===== src/rtl/core/fdct_pkg.sv =====
`default_nettype none
// ----------------------------------------------------------------------------
// Frame DCT package
// Shared widths, cosine tables, gain constants and the interface types
// between the frame sequencer and the multiply-accumulate unit.
// ----------------------------------------------------------------------------
package fdct_pkg;

  localparam int FRAME_LEN = 32;
  localparam int MAX_OUT   = 32;
  localparam int OUT_LIMIT = (FRAME_LEN < MAX_OUT) ? FRAME_LEN : MAX_OUT;

  localparam int SAMPLE_W = 16;
  localparam int COEFF_W  = 24;
  localparam int INDEX_W  = 5;
  localparam int TYPE_W   = 2;
  localparam int COUNT_W  = 6;
  localparam int CFG_AW   = 2;
  localparam int CFG_DW   = 6;
  localparam int ADDR_W   = $clog2(FRAME_LEN);

  localparam int CV_W    = 17;
  localparam int GAIN_W  = 17;
  localparam int PROD_W  = SAMPLE_W + CV_W;
  localparam int ACC_W   = PROD_W + $clog2(FRAME_LEN);
  localparam int FRAC_SH = 15;

  localparam int COS1_DEN = FRAME_LEN - 1;
  localparam int COS2_DEN = 2 * FRAME_LEN;
  localparam int COS1_LEN = 2 * COS1_DEN;
  localparam int COS2_LEN = 2 * COS2_DEN;
  localparam int COS1_W   = $clog2(COS1_LEN);
  localparam int COS2_W   = $clog2(COS2_LEN);
  localparam int PHASE_W  = COS2_W;

  localparam logic [CFG_AW-1:0] REG_TYPE  = 2'd0;
  localparam logic [CFG_AW-1:0] REG_SCALE = 2'd1;
  localparam logic [CFG_AW-1:0] REG_COUNT = 2'd2;

  localparam logic [TYPE_W-1:0] TYPE_DCT1   = 2'd0;
  localparam logic [TYPE_W-1:0] TYPE_DCT2   = 2'd1;
  localparam logic [TYPE_W-1:0] TYPE_OCTAVE = 2'd2;

  localparam logic [COUNT_W-1:0] COUNT_RESET = 6'd32;

  localparam longint unsigned PI_Q30 = 64'd3373259426;
  localparam int SQRT_HALF_Q15 = 23170;
  localparam longint unsigned SERIES_DIV [10] =
    '{64'd2, 64'd12, 64'd30, 64'd56, 64'd90, 64'd132, 64'd182, 64'd240, 64'd306, 64'd380};

  localparam logic signed [CV_W-1:0] COS_ONE = 17'sd32768;

  typedef logic signed [CV_W-1:0] cos_t;
  typedef cos_t cos1_tab_t [COS1_LEN];
  typedef cos_t cos2_tab_t [COS2_LEN];

  // Cosine of pi*r/q in Q15 by a folded Taylor series; q is selected by tab2.
  function automatic cos_t cos_q15(input logic tab2, input int unsigned r_in);
    longint unsigned r;
    longint unsigned q;
    longint unsigned x;
    longint unsigned x2;
    longint unsigned term;
    longint sum;
    logic neg;
    q   = tab2 ? COS2_DEN : COS1_DEN;
    r   = r_in;
    neg = 1'b0;
    if (r > q) begin
      r = 2 * q - r;
    end
    if (2 * r > q) begin
      r   = q - r;
      neg = 1'b1;
    end
    if (tab2) begin
      x = (r * PI_Q30 + COS2_DEN / 2) / COS2_DEN;
    end else begin
      x = (r * PI_Q30 + COS1_DEN / 2) / COS1_DEN;
    end
    x2   = (x * x + (64'd1 << 29)) >> 30;
    term = 64'd1 << 30;
    sum  = longint'(term);
    for (int n = 0; n < 10; n++) begin
      term = (term * x2) / SERIES_DIV[n];
      term = term >> 30;
      if ((n & 1) == 0) begin
        sum = sum - longint'(term);
      end else begin
        sum = sum + longint'(term);
      end
    end
    if (sum < 0) begin
      sum = 0;
    end
    sum = (sum + 16384) >>> 15;
    if (sum > 32768) begin
      sum = 32768;
    end
    if (neg) begin
      sum = -sum;
    end
    return CV_W'(sum);
  endfunction

  function automatic cos1_tab_t build_cos1();
    cos1_tab_t t;
    for (int r = 0; r < COS1_LEN; r++) begin
      t[r] = cos_q15(1'b0, r);
    end
    return t;
  endfunction

  function automatic cos2_tab_t build_cos2();
    cos2_tab_t t;
    for (int r = 0; r < COS2_LEN; r++) begin
      t[r] = cos_q15(1'b1, r);
    end
    return t;
  endfunction

  function automatic longint unsigned isqrt64(input longint unsigned v_in);
    longint unsigned v;
    longint unsigned r;
    longint unsigned b;
    v = v_in;
    r = 0;
    b = 64'd1 << 62;
    while (b > v) begin
      b = b >> 2;
    end
    while (b != 0) begin
      if (v >= r + b) begin
        v = v - (r + b);
        r = (r >> 1) + b;
      end else begin
        r = r >> 1;
      end
      b = b >> 2;
    end
    return r;
  endfunction

  function automatic int unsigned dc_gain(input int unsigned norm);
    return (norm * SQRT_HALF_Q15 + 8192) >> 14;
  endfunction

  localparam cos1_tab_t COS1_TAB = build_cos1();
  localparam cos2_tab_t COS2_TAB = build_cos2();

  localparam int unsigned NORM_PLAIN = 32768;
  localparam int unsigned NORM_SC_I  =
    int'((isqrt64((64'd1 << 33) / COS1_DEN) + 64'd1) >> 1);
  localparam int unsigned NORM_SC_II =
    int'((isqrt64((64'd1 << 33) / FRAME_LEN) + 64'd1) >> 1);

  localparam logic [GAIN_W-1:0] G_FULL_PLAIN = GAIN_W'(2 * NORM_PLAIN);
  localparam logic [GAIN_W-1:0] G_HALF_PLAIN = GAIN_W'(NORM_PLAIN);
  localparam logic [GAIN_W-1:0] G_DC_PLAIN   = GAIN_W'(dc_gain(NORM_PLAIN));
  localparam logic [GAIN_W-1:0] G_FULL_I     = GAIN_W'(2 * NORM_SC_I);
  localparam logic [GAIN_W-1:0] G_HALF_I     = GAIN_W'(NORM_SC_I);
  localparam logic [GAIN_W-1:0] G_FULL_II    = GAIN_W'(2 * NORM_SC_II);
  localparam logic [GAIN_W-1:0] G_DC_II      = GAIN_W'(dc_gain(NORM_SC_II));

  typedef struct packed {
    logic               vld;
    logic               first;
    logic               last;
    logic               tab2;
    logic               dc;
    logic [PHASE_W-1:0] phase;
    logic [GAIN_W-1:0]  gain;
  } fdct_mac_ctl_t;

  typedef struct packed {
    logic                      vld;
    logic signed [COEFF_W-1:0] coeff;
  } fdct_res_t;

endpackage
`default_nettype wire


===== src/rtl/core/fdct_mac.sv =====
`default_nettype none
// ----------------------------------------------------------------------------
// Frame DCT multiply-accumulate unit
// Looks up the cosine, applies the gain, multiplies by the frame word and
// accumulates one coefficient; holds the saturated result until taken.
// ----------------------------------------------------------------------------
module fdct_mac (
  input  logic                                 clk_i,
  input  logic                                 rst_ni,
  input  fdct_pkg::fdct_mac_ctl_t              ctl_i,
  input  logic signed [fdct_pkg::SAMPLE_W-1:0] x_i,
  input  logic                                 take_i,
  output fdct_pkg::fdct_res_t                  res_o
);
  import fdct_pkg::*;

  localparam int MPROD_W = CV_W + GAIN_W + 1;
  localparam logic signed [MPROD_W-1:0] M_ROUND = MPROD_W'(32768);
  localparam logic signed [ACC_W-1:0] SAT_HI = ACC_W'(8388607);
  localparam logic signed [ACC_W-1:0] SAT_LO = ACC_W'(-8388608);

  logic                       a_vld_q, b_vld_q, c_vld_q, res_vld_q;
  logic                       a_first_q, a_last_q, b_first_q, b_last_q, c_first_q, c_last_q;
  logic signed [CV_W-1:0]     a_cv_q;
  logic [GAIN_W-1:0]          a_g_q;
  logic signed [CV_W-1:0]     b_m_q;
  logic signed [SAMPLE_W-1:0] b_x_q;
  logic signed [PROD_W-1:0]   c_prod_q;
  logic signed [ACC_W-1:0]    acc_q, acc_d;

  logic signed [CV_W-1:0]     cv_d;
  logic signed [MPROD_W-1:0]  mprod, mround;
  logic signed [PROD_W-1:0]   prod;
  logic signed [ACC_W-1:0]    shifted;

  always_comb begin
    if (ctl_i.dc) begin
      cv_d = COS_ONE;
    end else if (ctl_i.tab2) begin
      cv_d = COS2_TAB[ctl_i.phase[COS2_W-1:0]];
    end else begin
      cv_d = COS1_TAB[ctl_i.phase[COS1_W-1:0]];
    end
  end

  assign mprod  = a_cv_q * $signed({1'b0, a_g_q});
  assign mround = mprod + M_ROUND;
  assign prod   = b_x_q * b_m_q;

  always_comb begin
    if (c_first_q) begin
      acc_d = ACC_W'(c_prod_q);
    end else begin
      acc_d = acc_q + ACC_W'(c_prod_q);
    end
  end

  always_ff @(posedge clk_i or negedge rst_ni) begin
    if (!rst_ni) begin
      a_vld_q   <= 1'b0;
      b_vld_q   <= 1'b0;
      c_vld_q   <= 1'b0;
      res_vld_q <= 1'b0;
    end else begin
      a_vld_q <= ctl_i.vld;
      b_vld_q <= a_vld_q;
      c_vld_q <= b_vld_q;
      if (c_vld_q && c_last_q) begin
        res_vld_q <= 1'b1;
      end else if (take_i) begin
        res_vld_q <= 1'b0;
      end
    end
  end

  always_ff @(posedge clk_i) begin
    a_first_q <= ctl_i.first;
    a_last_q  <= ctl_i.last;
    a_cv_q    <= cv_d;
    a_g_q     <= ctl_i.gain;
    b_first_q <= a_first_q;
    b_last_q  <= a_last_q && a_vld_q;
    b_m_q     <= mround[CV_W+15:16];
    b_x_q     <= x_i;
    c_first_q <= b_first_q;
    c_last_q  <= b_last_q;
    c_prod_q  <= prod;
    if (c_vld_q) begin
      acc_q <= acc_d;
    end
  end

  assign shifted = acc_q >>> FRAC_SH;

  always_comb begin
    res_o.vld = res_vld_q;
    if (shifted > SAT_HI) begin
      res_o.coeff = SAT_HI[COEFF_W-1:0];
    end else if (shifted < SAT_LO) begin
      res_o.coeff = SAT_LO[COEFF_W-1:0];
    end else begin
      res_o.coeff = shifted[COEFF_W-1:0];
    end
  end

endmodule
`default_nettype wire


===== src/rtl/core/frame_dct_matrix_transform.sv =====
`default_nettype none
// ----------------------------------------------------------------------------
// Frame DCT matrix transform
// Collects a frame of Q1.15 samples and emits its DCT-I, DCT-II or octave
// coefficients, saturated to 24 bits.
// ----------------------------------------------------------------------------
// Samples are taken one per cycle, unless stalled, into a frame memory until
// FRAME_LEN words are held. The last word of a frame starts emission if the
// coefficient count is nonzero; during emission the input is stalled. Each
// coefficient reads all FRAME_LEN words of the frame memory into a single
// multiply-accumulate unit and, after its pipeline, is handed to the output
// register. The next coefficient is computed while the previous one waits in
// the output register. Configuration registers are read during emission and
// should be written only while the block is idle.
// ----------------------------------------------------------------------------
module frame_dct_matrix_transform (
  input  logic                                 clk_i,
  input  logic                                 rst_ni,
  input  logic                                 cfg_we_i,
  input  logic [fdct_pkg::CFG_AW-1:0]          cfg_addr_i,
  input  logic [fdct_pkg::CFG_DW-1:0]          cfg_wdata_i,
  input  logic                                 in_valid_i,
  output logic                                 in_stall_o,
  input  logic signed [fdct_pkg::SAMPLE_W-1:0] sample_i,
  output logic                                 out_valid_o,
  input  logic                                 out_stall_i,
  output logic signed [fdct_pkg::COEFF_W-1:0]  coeff_o,
  output logic [fdct_pkg::INDEX_W-1:0]         coeff_index_o,
  output logic                                 last_coeff_o
);
  import fdct_pkg::*;

  typedef enum logic [1:0] {
    ST_IDLE,
    ST_RUN,
    ST_WAIT
  } state_e;

  state_e                     state_q;
  logic [TYPE_W-1:0]          type_q;
  logic                       scale_q;
  logic [COUNT_W-1:0]         count_cfg_q;
  logic [ADDR_W-1:0]          fill_q;
  logic [ADDR_W-1:0]          idx_q;
  logic [INDEX_W-1:0]         k_q;
  logic [PHASE_W-1:0]         phase_q;
  logic                       out_valid_q;
  logic signed [COEFF_W-1:0]  coeff_q;
  logic [INDEX_W-1:0]         coeff_index_q;
  logic                       last_coeff_q;

  logic signed [SAMPLE_W-1:0] frame_mem [FRAME_LEN];
  logic signed [SAMPLE_W-1:0] rdata_q;

  logic                       in_acc;
  logic                       tab2, octave;
  logic [COUNT_W-1:0]         count;
  logic                       k_last;
  logic [INDEX_W-1:0]         k_next;
  logic [PHASE_W-1:0]         phase_init;
  logic [PHASE_W-1:0]         step;
  logic [PHASE_W:0]           phase_sum, phase_mod, phase_wrap;
  logic [GAIN_W-1:0]          gain;
  logic                       take;
  fdct_mac_ctl_t              ctl;
  fdct_res_t                  res;

  assign in_stall_o = (state_q != ST_IDLE);
  assign in_acc     = in_valid_i && !in_stall_o;

  assign tab2   = (type_q != TYPE_DCT1);
  assign octave = (type_q == TYPE_OCTAVE);
  assign count  = (count_cfg_q > COUNT_W'(OUT_LIMIT)) ? COUNT_W'(OUT_LIMIT) : count_cfg_q;
  assign k_last = ({1'b0, k_q} == count - COUNT_W'(1));
  assign k_next = k_q + INDEX_W'(1);

  assign phase_init = tab2 ? PHASE_W'(k_next) : '0;
  assign step       = tab2 ? PHASE_W'({k_q, 1'b0}) : PHASE_W'(k_q);
  assign phase_sum  = {1'b0, phase_q} + {1'b0, step};
  assign phase_mod  = tab2 ? (PHASE_W + 1)'(COS2_LEN) : (PHASE_W + 1)'(COS1_LEN);
  assign phase_wrap = (phase_sum >= phase_mod) ? phase_sum - phase_mod : phase_sum;

  always_comb begin
    if (!tab2) begin
      if (k_q == '0 || int'(k_q) == FRAME_LEN - 1) begin
        gain = scale_q ? G_HALF_I : G_HALF_PLAIN;
      end else begin
        gain = scale_q ? G_FULL_I : G_FULL_PLAIN;
      end
    end else if (octave && k_q == '0) begin
      gain = scale_q ? G_DC_II : G_DC_PLAIN;
    end else begin
      gain = scale_q ? G_FULL_II : G_FULL_PLAIN;
    end
  end

  always_comb begin
    ctl.vld   = (state_q == ST_RUN);
    ctl.first = (idx_q == '0);
    ctl.last  = (idx_q == ADDR_W'(FRAME_LEN - 1));
    ctl.tab2  = tab2;
    ctl.dc    = octave && (k_q == '0);
    ctl.phase = phase_q;
    ctl.gain  = gain;
  end

  assign take = (state_q == ST_WAIT) && res.vld && (!out_valid_q || !out_stall_i);

  always_ff @(posedge clk_i) begin
    if (in_acc) begin
      frame_mem[fill_q] <= sample_i;
    end
    if (state_q == ST_RUN) begin
      rdata_q <= frame_mem[idx_q];
    end
  end

  fdct_mac u_mac (
    .clk_i  (clk_i),
    .rst_ni (rst_ni),
    .ctl_i  (ctl),
    .x_i    (rdata_q),
    .take_i (take),
    .res_o  (res)
  );

  always_ff @(posedge clk_i or negedge rst_ni) begin
    if (!rst_ni) begin
      state_q       <= ST_IDLE;
      type_q        <= TYPE_DCT2;
      scale_q       <= 1'b0;
      count_cfg_q   <= COUNT_RESET;
      fill_q        <= '0;
      idx_q         <= '0;
      k_q           <= '0;
      phase_q       <= '0;
      out_valid_q   <= 1'b0;
      coeff_q       <= '0;
      coeff_index_q <= '0;
      last_coeff_q  <= 1'b0;
    end else begin
      if (cfg_we_i) begin
        unique case (cfg_addr_i)
          REG_TYPE:  type_q      <= cfg_wdata_i[TYPE_W-1:0];
          REG_SCALE: scale_q     <= cfg_wdata_i[0];
          REG_COUNT: count_cfg_q <= cfg_wdata_i[COUNT_W-1:0];
          default: ;
        endcase
      end

      if (out_valid_q && !out_stall_i && !take) begin
        out_valid_q <= 1'b0;
      end

      unique case (state_q)
        ST_IDLE: begin
          if (in_acc) begin
            if (fill_q == ADDR_W'(FRAME_LEN - 1)) begin
              fill_q <= '0;
              if (count != '0) begin
                state_q <= ST_RUN;
                idx_q   <= '0;
                k_q     <= '0;
                phase_q <= '0;
              end
            end else begin
              fill_q <= fill_q + ADDR_W'(1);
            end
          end
        end
        ST_RUN: begin
          phase_q <= phase_wrap[PHASE_W-1:0];
          if (idx_q == ADDR_W'(FRAME_LEN - 1)) begin
            state_q <= ST_WAIT;
          end else begin
            idx_q <= idx_q + ADDR_W'(1);
          end
        end
        ST_WAIT: begin
          if (take) begin
            out_valid_q   <= 1'b1;
            coeff_q       <= res.coeff;
            coeff_index_q <= k_q;
            last_coeff_q  <= k_last;
            if (k_last) begin
              state_q <= ST_IDLE;
            end else begin
              state_q <= ST_RUN;
              k_q     <= k_next;
              idx_q   <= '0;
              phase_q <= phase_init;
            end
          end
        end
        default: state_q <= ST_IDLE;
      endcase
    end
  end

  assign out_valid_o   = out_valid_q;
  assign coeff_o       = coeff_q;
  assign coeff_index_o = coeff_index_q;
  assign last_coeff_o  = last_coeff_q;

endmodule
`default_nettype wire

===== config.mk =====
export PLATFORM = sky130hd
export DESIGN_NAME = frame_dct_matrix_transform
export DESIGN_NICKNAME = d
export VERILOG_FILES = /design/src/rtl/core/fdct_pkg.sv /design/src/rtl/core/fdct_mac.sv /design/src/rtl/core/frame_dct_matrix_transform.sv
export SDC_FILE = /design/constraint.sdc
export NUM_CORES = 2
export LEC_CHECK = 0
export BUFFER_PORTS_ARGS = -buffer_cell sky130_fd_sc_hd__buf_2
export CORE_MARGIN = 2
export CORE_UTILIZATION = 59
export DETAILED_ROUTE_END_ITERATION = 10
export HOLD_SLACK_MARGIN = 0.15
export MAX_ROUTING_LAYER = met4
export PLACE_DENSITY_LB_ADDON = 0.05
export SETUP_SLACK_MARGIN = 0.15
export SLEW_MARGIN = 20
export SYNTH_ARGS = -nofsm -noshare
export SYNTH_HDL_FRONTEND = slang
export SYNTH_HIERARCHICAL = 1
export SYNTH_SLANG_ARGS = --single-unit

===== constraint.sdc =====
create_clock -name clk_i -period 5.91 [get_ports clk_i]
set_clock_uncertainty 0.1 [all_clocks]
set_input_delay 0.591 -clock clk_i [delete_from_list [all_inputs] [get_ports clk_i]]
set_output_delay 0.591 -clock clk_i [all_outputs]
set_load 0.01 [all_outputs]

==> results.md <==
Outcome:
- The flow ran to the end, but the final reports show violations.
- The final reports fail on setup timing.

Run:
- The number of max-capacitance violations reported is 0.

STA:
- Headroom to the max-slew limit came out at 24.8%.
- The shortest clock period the worst path allows after layout is between 5 and 6 ns.
- The final number of max-transition violations was 0.
- Dividing the final minimum period by the clock period gives 101%.
- Based on the critical path, the design can be clocked at up to roughly 0.17 GHz.
- The actual slew at the worst max-slew pin is approximately 1.1 ns.
- The count of final hold-check violations came to 0.
- The worst path setup slack after routing is -0.0719 ns.
- Setup violations remaining at the end of the flow were counted as 2.
- Setup repair after global routing could not meet its margin everywhere.

GRT:
- The via count of the first global-routing pass is 36400.
- In the global route stage, overall resource usage came out at roughly 30%.
- The initial antenna violation count is 5.
- The remaining global-route overflow is 0.
- The global-route wire length before repair is 209000 um.
- Entering global routing, the biggest net connects 73 pins.

Min path:
- The tightest min-delay check is of the in2reg type.
- In this run the most critical hold path is launched from cfg_wdata_i[2].

Clock tree:
- The number of buffers inserted during clock tree synthesis is 80.
- Clock-pin slew was measured on the worst setup and hold paths at approximately 0.060 ns.
- The root cell of the clock tree is sky130_fd_sc_hd__clkbuf_16.
- The clock passes through at most 3 buffers.
- The clock net in this run drives a total of 740 sinks.
- TritonCTS built the clock tree.
- The clock insertion delay at the later pin of the skew report is roughly 0.65 ns.
- The maximum level of the CTS H-tree is 3.

Place:
- At the end of routability-driven placement, the weighted congestion stood at between 1 and 1.5.
- The quantity of I/O buffers inserted on ports is 60.
- The worst slack after detailed placement is -0.398 ns.
- Detailed placement finished with a half-perimeter wire length of 94900 um.
- The instance area after placement is around 0.056 mm2.

Detailed routing:
- Dividing the detail-routed wire length by the instance count gives 21.8 um.
- The number of iterations in the first detailed-routing pass is 6.
- The overall routed net length is about 130000 um.
- In the routed layout, each cell is associated on average with a via count of ~5.9.
- The starting DRC count in detailed routing is 3188.
- The detailed router placed between 30000 and 40000 vias in this run.
- The remaining routing DRC violations is 0.
- Once detail routing completed, the nets flagged for antenna violations numbered 0.

Synth:
- The most frequent cell after synthesis is sky130_fd_sc_hd__inv_1.
- Each instance of the synthesized netlist takes up on average approximately 11 um2.
- Yosys mapped a number of flops with a built-in enable equal to 566.
- The proportion of synthesized chip area in sequential cells is 39.3%.
- Sorting the synthesized cells by how often they occur yields sky130_fd_sc_hd__inv_1, sky130_fd_sc_hd__edfxtp_1, sky130_fd_sc_hd__nand2_1, sky130_fd_sc_hd__fa_1, sky130_fd_sc_hd__and2_1.
- The async set or reset register ratio after synthesis is just over 9%.
- Yosys attributes the largest share of cell area to sky130_fd_sc_hd__edfxtp_1, sky130_fd_sc_hd__fa_1, sky130_fd_sc_hd__ha_1, sky130_fd_sc_hd__mux4_2, sky130_fd_sc_hd__inv_1.
- The share of Yosys cell area claimed by the top area cell type is between 30% and 40%.
- The Yosys step of the flow raised 6 warnings.
- The distinct cell type count after synthesis is 96.
- The flip-flop cell with the highest count after synthesis is sky130_fd_sc_hd__edfxtp_1.
- In this run, synthesis produced a sequential element count of 740.
- The post-synthesis instance area is 0.0530 mm2.
- The synthesized instance count is around 4700.
- The library cell occupying the most area in the post-synthesis netlist is sky130_fd_sc_hd__edfxtp_1.

Critical path:
- The startpoint-to-endpoint class of the critical path is reg2reg.
- The nature of the critical path endpoint is a register.
- The worst-path maximum fanout is 13.
- The end point of the critical path is u_mac/c_prod_q[32]$_DFF_P_.
- STA classifies the critical path startpoint as a register.
- The number of cells on the worst reg-to-reg path is 23.
- The worst register-to-register path ends at u_mac/c_prod_q[32]$_DFF_P_.
- The launching element of the worst setup path is u_mac/b_x_q[5]$_DFF_P_.
- The data arrival time of the critical path is 6.45 ns.
- The setup check on the worst reg-to-reg path leaves a slack of -0.07 ns.
- For the worst setup path, the data required time is between 6 and 7 ns.
- The source of the worst register-to-register timing path is u_mac/b_x_q[5]$_DFF_P_.

Die:
- The starting density of the core is 59.8%.
- For this design the top-level I/O count stands at ~60.
- The die footprint is 0.0923 mm2.
- The core region is 0.0888 mm2.
- The site row count is 109.
- The die boundary height is 304 um.
- The die width is around 300 um.

Final layout:
- Cells with a size suffix above 1 make up between 10% and 20% of the layout.
- Relative to the synthesized area, the layout overhead comes to 12.5%.
- The final layout contains approximately 5700 nets.
- After routing the design area is roughly 0.060 mm2.
- The number of fill cells is ~6700.
## layout make-up
cell class / instances / area [um2] / share of cell area [%]
Clock inverter: 43 / 352 / 0.589
Sequential cell: 740 / 21000 / 35.1
Tap cell: 1165 / 1460 / 2.44
Antenna cell: 3 / 7.51 / 0.0126
Inverter: 625 / 2350 / 3.93
Timing Repair Buffer: 369 / 2930 / 4.91
Clock buffer: 101 / 2200 / 3.68
Multi-Input combinational cell: 3086 / 29400 / 49.3
## state kept, by name, summed over array words and instances (netlist names), 2 cells and up
name and flops:
k_q 5, rdata_q 16, fill_q 5, u_mac/c_prod_q 33
type_q 2, u_mac/a_g_q 17, coeff_index_o 5, phase_q 7
state_q 2, u_mac/b_x_q 16, frame_mem 512, u_mac/b_m_q 17
u_mac/acc_q 38, coeff_o 24, u_mac/a_cv_q 17, idx_q 5
count_cfg_q 6
## placed cells by master, fill, tap and decap left out, types with 39 or more instances in the layout
master	count
sky130_fd_sc_hd__a211oi_1	39
sky130_fd_sc_hd__a21oi_1	174
sky130_fd_sc_hd__and2_1	267
sky130_fd_sc_hd__buf_2	59
sky130_fd_sc_hd__buf_4	273
sky130_fd_sc_hd__clkbuf_16	86
sky130_fd_sc_hd__dfrtp_1	57
sky130_fd_sc_hd__dfxtp_1	53
sky130_fd_sc_hd__edfxtp_1	566
sky130_fd_sc_hd__fa_1	489
sky130_fd_sc_hd__ha_1	257
sky130_fd_sc_hd__inv_1	601
sky130_fd_sc_hd__mux2i_1	55
sky130_fd_sc_hd__mux4_2	129
sky130_fd_sc_hd__nand2_1	543
sky130_fd_sc_hd__nand3_1	54
sky130_fd_sc_hd__nor2_1	199
sky130_fd_sc_hd__nor3_1	40
sky130_fd_sc_hd__o21ai_0	142
sky130_fd_sc_hd__xnor2_1	62
## how the worst min path moves through the flow
stage,end,depth (start not counted)
floorplan,coeff_index_o[0]$_DFFE_PN0P_,0
global placement,u_mac/b_first_q$_DFF_P_,0
detailed placement,u_mac/b_first_q$_DFF_P_,0
CTS,count_cfg_q[2]$_DFFE_PN0P_,2
global route,count_cfg_q[2]$_DFFE_PN0P_,2
finish,count_cfg_q[2]$_DFFE_PN0P_,2
## critical path, stage by stage (launching register included)
cell and delay (ns):
sky130_fd_sc_hd__dfxtp_2 0.32, sky130_fd_sc_hd__buf_12 0.14, sky130_fd_sc_hd__and2_4 0.14, sky130_fd_sc_hd__fa_1 0.51
sky130_fd_sc_hd__inv_1 0.06, sky130_fd_sc_hd__fa_1 0.45, sky130_fd_sc_hd__fa_1 0.51, sky130_fd_sc_hd__inv_2 0.04
sky130_fd_sc_hd__fa_1 0.46, sky130_fd_sc_hd__fa_1 0.51, sky130_fd_sc_hd__inv_2 0.04, sky130_fd_sc_hd__fa_1 0.54
sky130_fd_sc_hd__inv_2 0.05, sky130_fd_sc_hd__ha_4 0.23, sky130_fd_sc_hd__a21o_1 0.17, sky130_fd_sc_hd__a21o_1 0.19
sky130_fd_sc_hd__a211oi_2 0.21, sky130_fd_sc_hd__o211ai_1 0.21, sky130_fd_sc_hd__a21oi_2 0.27, sky130_fd_sc_hd__a21oi_2 0.10
sky130_fd_sc_hd__and2_4 0.15, sky130_fd_sc_hd__a311o_1 0.27, sky130_fd_sc_hd__a21oi_2 0.13, sky130_fd_sc_hd__xnor2_1 0.12
## kinds of logic after synthesis
logic type,count (synthesis),synth area share (%)
xor+xnor,100,1.65
buf+inv,885,6.49
compound gates,698,8.49
fa+ha+maj,782,25.5
mux,216,7.21
simple gates,1286,11.4
other cells,1,0.00707
flops,740,39.3
## metrics by stage
step	setup TNS, ns	util [%]	hold WS [ns]	cells
5_1_grt	-1.14	67.2	0.178	6132
4_1_cts	-0.218	66.6	0.164	6109
3_3_place_gp	-2.14	63.3	0.213	5949
6_report	-0.123	67.2	0.211	6132
3_5_place_dp	-2.71	63.3	0.212	5949
2_1_floorplan	0	-	0.195	4711
## repair_timing
item / 4_1_cts / 5_1_grt
pin swaps: 49 / 92
endpoints found under the setup margin: 25 / 28
gates cloned: 0 / 1
endpoints found under the hold margin: 69 / 0
resized for setup: 87 / 104
hold buffers: 3 / 0
buffers inserted: 13 / 18
## metal layers
metal	global-route usage [%]	up-vias	wire, um
li1	-	16300	-
met1	40.4	18300	55000
met2	47.1	1353	63900
met3	5.61	274	9970
met4	10.0	0	4780
met5	-	-	0
Power is left out: the tool's default activity adds up to more than one toggle a clock period on the data nets, which glitch-free logic cannot reach.
